File: src/rtl/mts_pkg.sv
// Package for the melody tone sequencer: register map, song and reload tables, shared types.
`timescale 1ns / 1ps

package mts_pkg;

  localparam int unsigned SONG_NOTES   = 27;
  localparam int unsigned FREQ_ENTRIES = 28;
  localparam int unsigned SONG_ROM_LEN = 81;
  localparam int unsigned POS_W        = 5;
  localparam int unsigned ADDR_W       = 4;
  localparam int unsigned OCTAVE_STEP  = 7;

  // Register indexes (paddr[3:2])
  localparam logic [1:0] REG_CYCLES_PER_MS = 2'd0;
  localparam logic [1:0] REG_MS_PER_UNIT   = 2'd1;
  localparam logic [1:0] REG_MS_PER_SECOND = 2'd2;
  localparam logic [1:0] REG_SLEEP_SECONDS = 2'd3;

  localparam logic [15:0] RST_CYCLES_PER_MS = 16'd1000;
  localparam logic [7:0]  RST_MS_PER_UNIT   = 8'd250;
  localparam logic [15:0] RST_MS_PER_SECOND = 16'd1000;
  localparam logic [7:0]  RST_SLEEP_SECONDS = 8'd10;

  // pitch, octave, duration per note
  localparam logic [7:0] SONG_ROM [SONG_ROM_LEN] = '{
    8'd5, 8'd2, 8'd1,  8'd5, 8'd2, 8'd1,  8'd6, 8'd2, 8'd2,  8'd5, 8'd2, 8'd2,
    8'd1, 8'd3, 8'd2,  8'd7, 8'd2, 8'd2,  8'd0, 8'd0, 8'd2,  8'd5, 8'd2, 8'd1,
    8'd5, 8'd2, 8'd1,  8'd6, 8'd2, 8'd2,  8'd5, 8'd2, 8'd2,  8'd2, 8'd3, 8'd2,
    8'd1, 8'd3, 8'd4,  8'd5, 8'd2, 8'd1,  8'd5, 8'd2, 8'd1,  8'd5, 8'd3, 8'd2,
    8'd3, 8'd3, 8'd2,  8'd1, 8'd3, 8'd2,  8'd7, 8'd2, 8'd2,  8'd6, 8'd2, 8'd4,
    8'd0, 8'd0, 8'd2,  8'd4, 8'd3, 8'd1,  8'd4, 8'd3, 8'd1,  8'd3, 8'd3, 8'd2,
    8'd1, 8'd3, 8'd2,  8'd2, 8'd3, 8'd2,  8'd1, 8'd3, 8'd4
  };

  localparam logic [15:0] FREQ_ROM [FREQ_ENTRIES] = '{
    16'hF242, 16'hF3C1, 16'hF517, 16'hF5B6, 16'hF6D0, 16'hF7D1, 16'hF8B6,
    16'hF921, 16'hF9E1, 16'hFA8C, 16'hFAD8, 16'hFB68, 16'hFBE9, 16'hFC5B,
    16'hFC8F, 16'hFCEE, 16'hFD44, 16'hFD6B, 16'hFDB4, 16'hFDF4, 16'hFE2D,
    16'hFE47, 16'hFE77, 16'hFEA2, 16'hFEB6, 16'hFEDA, 16'hFEFA, 16'hFF16
  };

  // Decoded note handed from the note lookup to the sequencer
  typedef struct packed {
    logic             rest;
    logic [15:0]      reload;
    logic [7:0]       length;
    logic [POS_W-1:0] next_pos;
  } note_t;

endpackage

File: src/rtl/mts_note_rom.sv
// Note lookup: song table read at a position, pitch/octave mapped to a timer reload.
`timescale 1ns / 1ps

module mts_note_rom (
  input  logic [mts_pkg::POS_W-1:0] pos,
  output mts_pkg::note_t            note
);

  logic [mts_pkg::POS_W-1:0] p;
  logic [6:0]                base;
  logic [7:0]                pitch;
  logic [7:0]                octave;
  logic [10:0]               k;
  logic [10:0]               km1;
  logic                      in_table;
  logic [4:0]                fidx;
  logic [mts_pkg::POS_W-1:0] p_inc;

  always_comb begin
    p = (32'(pos) >= mts_pkg::SONG_NOTES) ? '0 : pos;
    base = 7'(7'(p) * 7'd3);
    pitch  = mts_pkg::SONG_ROM[base];
    octave = mts_pkg::SONG_ROM[7'(base + 7'd1)];
    k   = 11'(pitch) + 11'(octave) * 11'(mts_pkg::OCTAVE_STEP);
    km1 = k - 11'd1;
    in_table = (pitch != 8'd0) && (32'(km1) < mts_pkg::FREQ_ENTRIES);
    fidx = in_table ? km1[4:0] : 5'd0;
    p_inc = p + 1'b1;

    note.rest     = !in_table;
    note.reload   = mts_pkg::FREQ_ROM[fidx];
    note.length   = mts_pkg::SONG_ROM[7'(base + 7'd2)];
    note.next_pos = (32'(p_inc) >= mts_pkg::SONG_NOTES) ? '0 : p_inc;
  end

endmodule

File: src/rtl/melody_tone_sequencer_core.sv
// Melody tone sequencer top level: handshakes, APB registers and the per-cycle sequencer state.
`timescale 1ns / 1ps

// Channel   Direction  Signals
// in_       request    in_valid/in_ready, in_cycle_passes, in_wake
// out_      result     out_valid/out_ready, out_speaker_level, out_sleeping, out_note_number
// APB       config     psel, penable, pwrite, paddr, pwdata, prdata, pready
//
// One request per clock while the output is not stalled: all state advances in the cycle a
// request is taken and the result lands in the output register the next cycle. The critical
// path is the divider/beat compare chain feeding the song and reload table lookup.
// Reset (rst_n low, synchronous) restores register defaults and rewinds the song.
// A stalled result holds in the output register; a new request is taken as it drains.

module melody_tone_sequencer_core (
  input  logic                       clk,
  input  logic                       rst_n,
  input  logic                       in_valid,
  output logic                       in_ready,
  input  logic                       in_cycle_passes,
  input  logic                       in_wake,
  output logic                       out_valid,
  input  logic                       out_ready,
  output logic                       out_speaker_level,
  output logic                       out_sleeping,
  output logic [4:0]                 out_note_number,
  input  logic                       psel,
  input  logic                       penable,
  input  logic                       pwrite,
  input  logic [mts_pkg::ADDR_W-1:0] paddr,
  input  logic [31:0]                pwdata,
  output logic [31:0]                prdata,
  output logic                       pready
);

  logic [15:0] cycles_per_ms_r, ms_per_second_r;
  logic [7:0]  ms_per_unit_r, sleep_seconds_r;

  logic [15:0] cycle_div_r, tone_timer_r, tone_reload_r, ms_count_r;
  logic [7:0]  second_count_r, unit_ms_r, unit_count_r, note_length_r;
  logic [mts_pkg::POS_W-1:0] song_pos_r;
  logic        wave_r, silent_r, asleep_r;

  logic [15:0] cycle_div_nxt, tone_timer_nxt, tone_reload_nxt, ms_count_nxt;
  logic [7:0]  second_count_nxt, unit_ms_nxt, unit_count_nxt, note_length_nxt;
  logic [mts_pkg::POS_W-1:0] song_pos_nxt;
  logic        wave_nxt, silent_nxt, asleep_nxt;

  logic        out_valid_r, speaker_r, sleeping_r;
  logic [4:0]  note_num_r;

  logic        accept;
  logic        cfg_wr;
  logic [1:0]  reg_idx;

  logic [15:0] ms_inc, div_inc;
  logic [7:0]  sec_inc, unit_ms_inc, unit_inc;
  logic        sleep_due;
  logic [mts_pkg::POS_W-1:0] fetch_pos;
  mts_pkg::note_t note;

  assign pready  = 1'b1;
  assign reg_idx = paddr[3:2];
  assign cfg_wr  = psel && penable && pwrite;

  always_comb begin
    case (reg_idx)
      mts_pkg::REG_CYCLES_PER_MS: prdata = {16'd0, cycles_per_ms_r};
      mts_pkg::REG_MS_PER_UNIT:   prdata = {24'd0, ms_per_unit_r};
      mts_pkg::REG_MS_PER_SECOND: prdata = {16'd0, ms_per_second_r};
      mts_pkg::REG_SLEEP_SECONDS: prdata = {24'd0, sleep_seconds_r};
      default:                    prdata = 32'd0;
    endcase
  end

  always_ff @(posedge clk) begin
    if (!rst_n) begin
      cycles_per_ms_r <= mts_pkg::RST_CYCLES_PER_MS;
      ms_per_unit_r   <= mts_pkg::RST_MS_PER_UNIT;
      ms_per_second_r <= mts_pkg::RST_MS_PER_SECOND;
      sleep_seconds_r <= mts_pkg::RST_SLEEP_SECONDS;
    end else if (cfg_wr) begin
      case (reg_idx)
        mts_pkg::REG_CYCLES_PER_MS: cycles_per_ms_r <= pwdata[15:0];
        mts_pkg::REG_MS_PER_UNIT:   ms_per_unit_r   <= pwdata[7:0];
        mts_pkg::REG_MS_PER_SECOND: ms_per_second_r <= pwdata[15:0];
        mts_pkg::REG_SLEEP_SECONDS: sleep_seconds_r <= pwdata[7:0];
        default: ;
      endcase
    end
  end

  assign in_ready = !out_valid_r || out_ready;
  assign accept   = in_valid && in_ready;

  // Counter increments and the sleep decision, which rewinds the song before any fetch
  assign div_inc     = cycle_div_r + 16'd1;
  assign ms_inc      = ms_count_r + 16'd1;
  assign sec_inc     = second_count_r + 8'd1;
  assign unit_ms_inc = unit_ms_r + 8'd1;
  assign unit_inc    = unit_count_r + 8'd1;
  assign sleep_due   = (ms_inc >= ms_per_second_r) && (sec_inc >= sleep_seconds_r);
  assign fetch_pos   = sleep_due ? '0 : song_pos_r;

  mts_note_rom u_note_rom (
    .pos  (fetch_pos),
    .note (note)
  );

  always_comb begin
    cycle_div_nxt    = cycle_div_r;
    tone_timer_nxt   = tone_timer_r;
    tone_reload_nxt  = tone_reload_r;
    ms_count_nxt     = ms_count_r;
    second_count_nxt = second_count_r;
    unit_ms_nxt      = unit_ms_r;
    unit_count_nxt   = unit_count_r;
    note_length_nxt  = note_length_r;
    song_pos_nxt     = song_pos_r;
    wave_nxt         = wave_r;
    silent_nxt       = silent_r;
    asleep_nxt       = asleep_r;

    if (asleep_r && in_wake) begin
      asleep_nxt = 1'b0;
      if (silent_r) wave_nxt = 1'b0;
    end

    if (!asleep_nxt && in_cycle_passes) begin
      if (tone_timer_r == 16'hFFFF) begin
        tone_timer_nxt = tone_reload_r;
        if (!silent_r) wave_nxt = !wave_nxt;
      end else begin
        tone_timer_nxt = tone_timer_r + 16'd1;
      end

      cycle_div_nxt = div_inc;
      if (div_inc >= cycles_per_ms_r) begin
        cycle_div_nxt = 16'd0;
        // millisecond tick
        ms_count_nxt = ms_inc;
        if (ms_inc >= ms_per_second_r) begin
          ms_count_nxt     = 16'd0;
          second_count_nxt = sleep_due ? 8'd0 : sec_inc;
          if (sleep_due) song_pos_nxt = '0;
        end
        unit_ms_nxt = unit_ms_inc;
        if (unit_ms_inc >= ms_per_unit_r) begin
          unit_ms_nxt    = 8'd0;
          unit_count_nxt = unit_inc;
          if (unit_inc >= note_length_r) begin
            unit_count_nxt  = 8'd0;
            note_length_nxt = note.length;
            song_pos_nxt    = note.next_pos;
            if (note.rest) begin
              silent_nxt = 1'b1;
              wave_nxt   = 1'b0;
            end else begin
              silent_nxt      = 1'b0;
              tone_reload_nxt = note.reload;
            end
          end
        end
        if (sleep_due) begin
          wave_nxt   = 1'b1;
          asleep_nxt = 1'b1;
        end
      end
    end
  end

  always_ff @(posedge clk) begin
    if (!rst_n) begin
      cycle_div_r    <= 16'd0;
      tone_timer_r   <= 16'd0;
      tone_reload_r  <= 16'd0;
      ms_count_r     <= 16'd0;
      second_count_r <= 8'd0;
      unit_ms_r      <= 8'd0;
      unit_count_r   <= 8'd0;
      note_length_r  <= 8'd1;
      song_pos_r     <= '0;
      wave_r         <= 1'b0;
      silent_r       <= 1'b0;
      asleep_r       <= 1'b0;
      out_valid_r    <= 1'b0;
    end else begin
      if (accept) begin
        cycle_div_r    <= cycle_div_nxt;
        tone_timer_r   <= tone_timer_nxt;
        tone_reload_r  <= tone_reload_nxt;
        ms_count_r     <= ms_count_nxt;
        second_count_r <= second_count_nxt;
        unit_ms_r      <= unit_ms_nxt;
        unit_count_r   <= unit_count_nxt;
        note_length_r  <= note_length_nxt;
        song_pos_r     <= song_pos_nxt;
        wave_r         <= wave_nxt;
        silent_r       <= silent_nxt;
        asleep_r       <= asleep_nxt;
        out_valid_r    <= 1'b1;
      end else if (out_ready) begin
        out_valid_r <= 1'b0;
      end
    end
  end

  // Result payload: note number is the one before the next fetch position
  always_ff @(posedge clk) begin
    if (accept) begin
      speaker_r  <= wave_nxt;
      sleeping_r <= asleep_nxt;
      note_num_r <= (song_pos_nxt == '0) ? 5'(mts_pkg::SONG_NOTES - 1)
                                         : 5'(song_pos_nxt - 1'b1);
    end
  end

  assign out_valid         = out_valid_r;
  assign out_speaker_level = speaker_r;
  assign out_sleeping      = sleeping_r;
  assign out_note_number   = note_num_r;

endmodule
File: config.mk
export PLATFORM = sky130hd
export DESIGN_NAME = melody_tone_sequencer_core
export DESIGN_NICKNAME = d
export VERILOG_FILES = /design/src/rtl/mts_pkg.sv /design/src/rtl/mts_note_rom.sv /design/src/rtl/melody_tone_sequencer_core.sv
export SDC_FILE = /design/constraint.sdc
export NUM_CORES = 1
export LEC_CHECK = 0
export ABC_CLOCK_PERIOD_IN_PS = 22300
export BUFFER_PORTS_ARGS = -buffer_cell sky130_fd_sc_hd__buf_2
export CORE_MARGIN = 4
export CORE_UTILIZATION = 50
export DETAILED_ROUTE_END_ITERATION = 8
export HOLD_SLACK_MARGIN = 0.03
export PLACE_DENSITY = 0.72
export SLEW_MARGIN = 20
export SYNTH_ARGS = -nofsm -noshare
export SYNTH_HDL_FRONTEND = slang
export SYNTH_SLANG_ARGS = --single-unit
File: constraint.sdc
create_clock -name clk -period 22.3 [get_ports clk]
set_input_delay 3.345 -clock clk [delete_from_list [all_inputs] [get_ports clk]]
set_output_delay 3.345 -clock clk [all_outputs]
set_load 0.005 [all_outputs]
==> results.py <==
metrics = {
    "synth": {
        "synth.most_common_cell": "nand2_1",
        "netlist_area_um2": 12000,
        "yosys.area_share.xor_xnor": 0.0629,
        "yosysTopAreaCellShare": 0.242,
        "synth.avg_cell_area_um2": 7.86,
        "ys_seq_area_frac": 0.260,
        "synth_common_cells": "nand2_1 (201), a21oi_1 (150), dfxtp_1 (145), nor2_1 (110), ha_1 (103)",
        "yosys-top-cells-area": "dfxtp_1 (24%), ha_1 (11%), nand2_1 (6.3%)",
        "ys_warn_count": 0,
        "ys_ff_latch": 152,
        "ys_types": 92,
        "synth_top_family_by_area": "compound AO/OA/AOI/OAI gates",
        "synth_ff_type": "dfxtp_1",
        "synth_compound_area_frac": 0.219,
        "synth_fa_ha_area_frac": 0.116,
        "synth-async-reset-ratio": 0,
        "synth_edf_count": 7,
        "synth_cells": 1526,
        "synthMuxAreaShare": 0.0595,
        "synth_simple_gate_area_frac": 0.214,
        "yosysTopAreaCell": "dfxtp_1",
    },
    "cells_and_area": {
        "area_delta_synth_final_pct": 8.37,
        "layout-drive-gt1-share": 0.106,
        "final_net_count": 1681,
        "final_util": 0.552,
        "fin_area_um2": 13000,
        "n_antenna_cell": 0,
    },
    "worst_hold_path": {
        "hp-class": "flip-flop to flip-flop",
        "whs_path_depth": 2,
        "hold_start": "ms_count_r[15]",
    },
    "clock_network": {
        "ctsResizeCount": 0,
        "cts_made_buffers": 17,
        "clock_path_buffers": 2,
        "h-tree-depth": 4,
        "cts_tree": "done",
        "cts_hold_buf": 0,
        "clk_latency_ns": 0.43,
        "clkSinkCount": 152,
        "root_buffer": "clkbuf_16",
        "post_cts_buffers": 0,
        "path_clk_slew_ns": 0.06,
    },
    "global_routing": {
        "antenna_found_initial": 0,
        "track_usage": 0.229,
        "grt_pass1_wl_um": 50700,
        "grt_start_max_net_pins": 74,
        "grt-ovfl-total": 0,
        "grt_pass1_vias": 10200,
    },
    "routing": {
        "firstDrtPassIters": 6,
        "vias": 11000,
        "postRouteAntennaNets": 0,
        "drcViolationCount": 0,
        "avgRoutedWirePerCell_um": 16.3,
        "wl_um": 30300,
        "drt_iter0_drc": 1214,
        "routed_via_density": 5.90,
    },
    "sta": {
        "final.setup.worst_slack_ns": 6.80,
        "fmax_mhz": 64.5,
        "setup-tns-final_ns": 0,
        "skew_ns": 0.00917,
        "finalCritPeriodShare": 0.695,
        "finalSetupViolations": 0,
        "slew_viol_final": 0,
        "period_needed_ns": 15.50,
        "hold_violations": 0,
        "rsz0062_at_grt": "no",
        "worst_slew_pin_slew_ns": 1.05,
        "slew_headroom": 0.296,
    },
    "job": {
        "drv_cap": 0,
    },
    "worst_setup_path": {
        "worstSetupPathType": "flip-flop to flip-flop",
        "end_kind": "flip-flop",
        "r2r-start": "ms_count_r[0]",
        "crit_path_max_fanout": 27,
        "critPathRequiredTime_ns": 22.56,
        "slowest_delay_ns": 1.19,
        "reg2regPathDepth": 48,
        "cp-startpoint": "ms_count_r[0]",
        "startpoint_type": "flip-flop",
        "worstPathArrival_ns": 15.76,
        "critPathSlowestCell": "fa_1",
    },
    "place": {
        "placed_area_um2": 12400,
        "portBuffers": 51,
        "dp_hpwl_um": 21900,
        "post-place-ws_ns": 7.08,
        "gp_congestion": 0.935,
    },
    "die": {
        "ioPinCount": 87,
        "core_um2": 23500,
        "rows": 56,
        "die_h_um": 163,
        "start_util": 0.509,
        "die_w_um": 163,
        "die_area_um2": 26500,
    },
    "power": {
        "peakVddDrop_mv": 0.0460,
        "leakage_nw": 5.39,
        "powerDensity_nw_per_um2": 46.5,
    },
    "outcome": {
        "status": "complete, no violations",
    },
}
-- where the power goes --
group	total [W]	internal (W)	switching, W
clock network	0.000299	0.000179	0.000119
logic	0.0000270	0.00000895	0.0000180
registers	0.000278	0.000276	0.00000208
total	0.000604	0.000464	0.000139
-- placed cells by master (no fill, tap or decap), types with 11 or more instances in the layout --
| cell | instances |
|---|---|
| nand2_1 | 201 |
| a21oi_1 | 149 |
| dfxtp_1 | 145 |
| nor2_1 | 109 |
| ha_1 | 103 |
| o21ai_0 | 87 |
| inv_1 | 84 |
| nand3_1 | 67 |
| buf_2 | 51 |
| mux2i_1 | 36 |
| xor2_1 | 36 |
| xnor2_1 | 35 |
| and3_1 | 28 |
| nor3_1 | 26 |
| o211ai_1 | 25 |
| nand3b_1 | 19 |
| clkbuf_16 | 18 |
| buf_4 | 18 |
| conb_1 | 17 |
| nand2b_1 | 16 |
| and2_1 | 12 |
| nor2b_1 | 12 |
| mux4_2 | 12 |
| a21o_1 | 11 |
| a211oi_1 | 11 |
-- area by class of cell --
class / instances / area [um2]
Clock buffer: 21 / 482
Fill cell: 2176 / 10600
Multi-Input combinational cell: 1195 / 8130
Tap cell: 319 / 399
Timing Repair Buffer: 69 / 390
Inverter: 93 / 350
Clock inverter: 11 / 131
Sequential cell: 152 / 3110
-- cells by family after synthesis --
group / count (synthesis)
xor gates and xnor gates: 78
other: 2
buffers and inverters: 194
DFF: 152
muxes: 54
AOI/OAI and AO/OA: 398
and+or+nand+nor: 540
adders and majority gates: 108
-- path summary, 6_finish.rpt --
path / end / slack, ns
min: ms_count_r[15] / 0.47
max reg2reg: tone_reload_r[7] / 6.80
min reg2reg: ms_count_r[15] / 0.47
max: tone_reload_r[7] / 6.80
-- layer usage --
layer | vias to the layer above | track usage | wire (um)
met2 | 380 | 0.378 | 13900
met3 | 52 | 0.0334 | 1930
met5 | - | 0 | 0
li1 | 5404 | - | -
met4 | 0 | 0.0717 | 737
met1 | 5138 | 0.309 | 13800
-- critical path: cells and delay by family (launching register included) --
family          cells  cell delay (ns)
buf+inv            10             1.93
simple gates       12             2.66
fa+ha+maj           9             4.93
mux                 2             0.98
xor+xnor            2             0.39
compound gates     13             4.00
flops               1             0.41
-- flip-flops by register name, indices dropped and copies added, names as in the netlist, 3 cells and up --
register	flops
second_count_r	8
unit_count_r	8
tone_reload_r	13
cycle_div_r	16
ms_per_second_r	16
out_note_number	5
tone_timer_r	16
unit_ms_r	8
ms_count_r	16
ms_per_unit_r	8
song_pos_r	5
cycles_per_ms_r	16
note_length_r	3
sleep_seconds_r	8
-- per-stage QoR --
step,cells,power (W),hold WS (ns)
final,1860,0.000604,0.465
after global routing,1860,0.000620,0.498
after CTS,1860,0.000608,0.469
after detailed placement,1828,0.000311,0.458
after global placement,1828,0.000310,0.448
after floorplan,1541,0.000302,0.435
Power figures use the tool's default switching activity.
